$ cat src/rtl/core/brrt_ram.sv
// Simple dual-port synchronous RAM with registered read.
module brrt_ram #(
  parameter int DEPTH = 256,
  parameter int WIDTH = 8
) (
  input  logic                                  clk,
  input  logic                                  wr_en,
  input  logic [(DEPTH > 1 ? $clog2(DEPTH) : 1)-1:0] wr_addr,
  input  logic [WIDTH-1:0]                      wr_data,
  input  logic                                  rd_en,
  input  logic [(DEPTH > 1 ? $clog2(DEPTH) : 1)-1:0] rd_addr,
  output logic [WIDTH-1:0]                      rd_data
);

  logic [WIDTH-1:0] mem [DEPTH];

  // Write port
  always_ff @(posedge clk) begin
    if (wr_en) begin
      mem[wr_addr] <= wr_data;
    end
  end

  // Registered read port
  always_ff @(posedge clk) begin
    if (rd_en) begin
      rd_data <= mem[rd_addr];
    end
  end

endmodule

$ cat config.mk
export PLATFORM = sky130hd
export DESIGN_NAME = brrt_ram
export DESIGN_NICKNAME = d
export VERILOG_FILES = /design/src/rtl/core/brrt_ram.sv
export SDC_FILE = /design/constraint.sdc
export NUM_CORES = 2
export LEC_CHECK = 0
export BUFFER_PORTS_ARGS = -buffer_cell sky130_fd_sc_hd__buf_2
export CAP_MARGIN = 25
export CORE_UTILIZATION = 61
export DETAILED_ROUTE_END_ITERATION = 6
export PLACE_DENSITY = 0.74
export SLEW_MARGIN = 0
export SYNTH_ARGS = -nofsm -noshare
export SYNTH_HDL_FRONTEND = slang
export SYNTH_SLANG_ARGS = --single-unit
$ cat constraint.sdc
create_clock -name clk -period 7.6 [get_ports clk]
set_clock_uncertainty 0.1 [all_clocks]
set_input_delay 1.14 -clock clk [delete_from_list [all_inputs] [get_ports clk]]
set_output_delay 1.14 -clock clk [all_outputs]
set_load 0.01 [all_outputs]
==> metrics <==
status=finished clean; register bit total from synthesis=2,056; Hold WC Path Type=input port to register; DRT antenna net count=0; CP max-delay cell=nor4_1; Die W=363 um; IO Port Bufs=34; Power Internal=18.3 mW; num rows=132; Hold Fails Final Rpt=0; CTS Buf Count=194; Seq/Total Area, Yosys=77.5%; P&R area growth vs syn=10.2%; Placement Cell Area=81,500 sq um; Slew @ Worst Pin=1470 ps; clock root buffer=clkbuf_16; period utilization=57.6%; Switching Fraction=21.0%; Worst R2R Start=mem[77][0]$_DFFE_PP_; Total GRT Usage=29.1%; layout net count=3,845; Max FO, Critical Path=61; CTS resizes=0; DRT Wirelength=189,000 um; final core occ=67.8%; Synth top area share=77.5%; 1st-iter DRT viols=5,877; RSZ-0062 raised after global routing=false; core area=129,000 sq um; min cycle time layout=4370 ps; Logic pwr share=4.7%; IO Pins=35; Primary FF master, synth=edfxtp_1; Max-slew headroom=1.80%; CTS Hold Buffers Added=0; total gr overflow=0; via count=39,156; cell mode on critical path=buf_12; TritonCTS clock tree=done; worst reg2reg path depth=6; post-CTS setup buffer count=0; syn nets=3,760; global-route wire length before repair=272,000 um; HP Start=wr_data[3]; max_cap viols=0; Initial Util=61.5%; largest family of logic cells by synthesized area=multiplexers; Worst Hold Path EP=mem[218][3]$_DFFE_PP_; Pins Over Slew Limit=0; async set-reset flop share out of synthesis=0%; clock buffer depth=3; Reg area=61,700 sq um; post-synth top area cell=edfxtp_1; WS Path Type=input port to register; mux cell area share after synthesis=14.6%; r2r setup slk=4480 ps; hold depth=1; Syn. warnings=0; count leader, synth=edfxtp_1; clk slew on worst S/H paths=60 ps; data required time of the worst path=8030 ps; Worst EP arrival=4800 ps; critical path capture point type=register; Synth cell types=54; multi-input logic area=16,500 sq um; Die Height=363 um; layout cells sized above 1=21.6%; initial antenna violation count=10; max frequency=0.229 GHz; Clock power frac=41.2%; Filler Cell Count=7,911; later-pin clock latency in the skew report=820 ps; Synth Area in Adders=0%; Simple-Gate Fraction of Synth Area=2.63%; total power draw=23.1 mW; PwrDens=264 nW/um^2; register share of total power=54.1%; P_sw=4.86 mW; clock sink count=2,056; die area=132,000 sq um; Reg2Reg Capture Point=rd_data[0]$_DFFE_PP_; Syn Inst Count=3,733; Post-synth top cells=edfxtp_1 (2,056), mux4_2 (454), nor2_1 (282); TritonRoute pass-1 iters=7; xor/xnor share of the synthesized area=0%; post-synthesis cell area=79,600 sq um; DP Wirelength=109,000 um; Peak VDD IR=0.000238 V; Vias/cell=6.85; post-route cell area=87,800 sq um; number of flops mapped to enable cells by yosys=2,056; final setup fails=0; RePlAce Congestion=0.852; wire length per cell=33.0 um; worst-path cell chain=buf_8, buf_12, buf_12, mux4_2, a22oi_1, a21oi_1, nor4_1, nor4_2; # H-tree levels=4; Avg Inst Size Synth=21.3 sq um; Critical Path Max Stage Delay=910 ps; top area cells in the synthesized netlist=edfxtp_1 (78%), mux4_2 (13%), mux2i_1 (1.7%), nor2_1 (1.3%), a22oi_1 (1.3%); post-route setup TNS=0 ps; # DRC=0; largest net degree at the start of global routing=194; Synth Area in Compound Gates=3.42%; Worst Setup Start Kind=input port; leak pwr=26.9 nW; vias in the first global route=38,783
==> worst max-delay path: cells and delay by family <==
kind | cells | cell delay (ps)
buffers and inverters | 3 | 1230
AND/OR/NAND/NOR | 2 | 1020
multiplexers | 1 | 570
AO/OA/AOI/OAI | 2 | 480
==> cell families after synthesis <==
kind of cell	Yosys count
flip-flops	2056
multiplexers	591
AND/OR/NAND/NOR	466
AO/OA/AOI/OAI	385
buffers and inverters	235
==> layer usage <==
| metal | part of all wire, % | GRT usage, % | vias up |
|---|---|---|---|
| met5 | 0.012 | 0 | - |
| met4 | 3.4 | 9.91 | 4 |
| met3 | 12 | 6.58 | 380 |
| met2 | 47 | 44.2 | 2541 |
| met1 | 38 | 42.5 | 20364 |
| li1 | - | - | 15867 |
==> power by group through the flow <==
stage               logic [mW]  clock network, mW  registers, mW
finish                    1.09               9.52           12.5
global route              1.13               10.0           12.5
CTS                       1.07               9.58           12.5
detailed placement        1.07                  0           12.8
global placement          1.05                  0           12.8
floorplan                0.607                  0           12.8
==> sequential cells by signal (all words and copies together) (netlist names) <==
register and cells:
mem 2048, rd_data 8
==> final cells by class <==
class	count	share of cell area, %
flip-flops and latches	2056	70.4
inverters	2	0.00855
diodes	2	0.00570
clock buffers	250	5.89
multi-input cells	1442	18.8
clock inverters	104	1.17
well taps	1742	2.48
repair buffers	122	1.27
==> layout by cell type (no fill, tap or decap), drive strengths merged, types with 16 or more instances in the layout <==
master / n
o221ai: 47
a211oi: 16
a22oi: 133
bufinv: 18
clkbuf: 259
edfxtp: 2056
nor4: 27
nor2: 282
o22ai: 28
mux4: 456
a21oi: 96
nor2b: 31
mux2i: 134
nor3: 22
nand2: 33
buf: 113
nand3: 34
clkinv: 74
==> worst max-delay path by stage <==
stage | startpoint | endpoint | slack (ps)
floorplan | rd_addr[0] | rd_data[2]$_DFFE_PP_ | 4280
global placement | rd_addr[0] | rd_data[5]$_DFFE_PP_ | 2140
detailed placement | rd_addr[0] | rd_data[6]$_DFFE_PP_ | 2450
CTS | rd_addr[0] | rd_data[6]$_DFFE_PP_ | 3320
global route | rd_addr[0] | rd_data[6]$_DFFE_PP_ | 3090
finish | rd_addr[0] | rd_data[6]$_DFFE_PP_ | 3230
==> metrics by stage <==
step | hold slack [ps] | setup slack [ps] | instances
after floorplan | 764 | 4280 | 3733
after global placement | 959 | 2140 | 5348
after detailed placement | 977 | 2450 | 5357
after CTS | 685 | 3320 | 5711
after global routing | 526 | 3090 | 5719
final | 542 | 3230 | 5720
No activity file was read; power rests on OpenSTA's default activity.
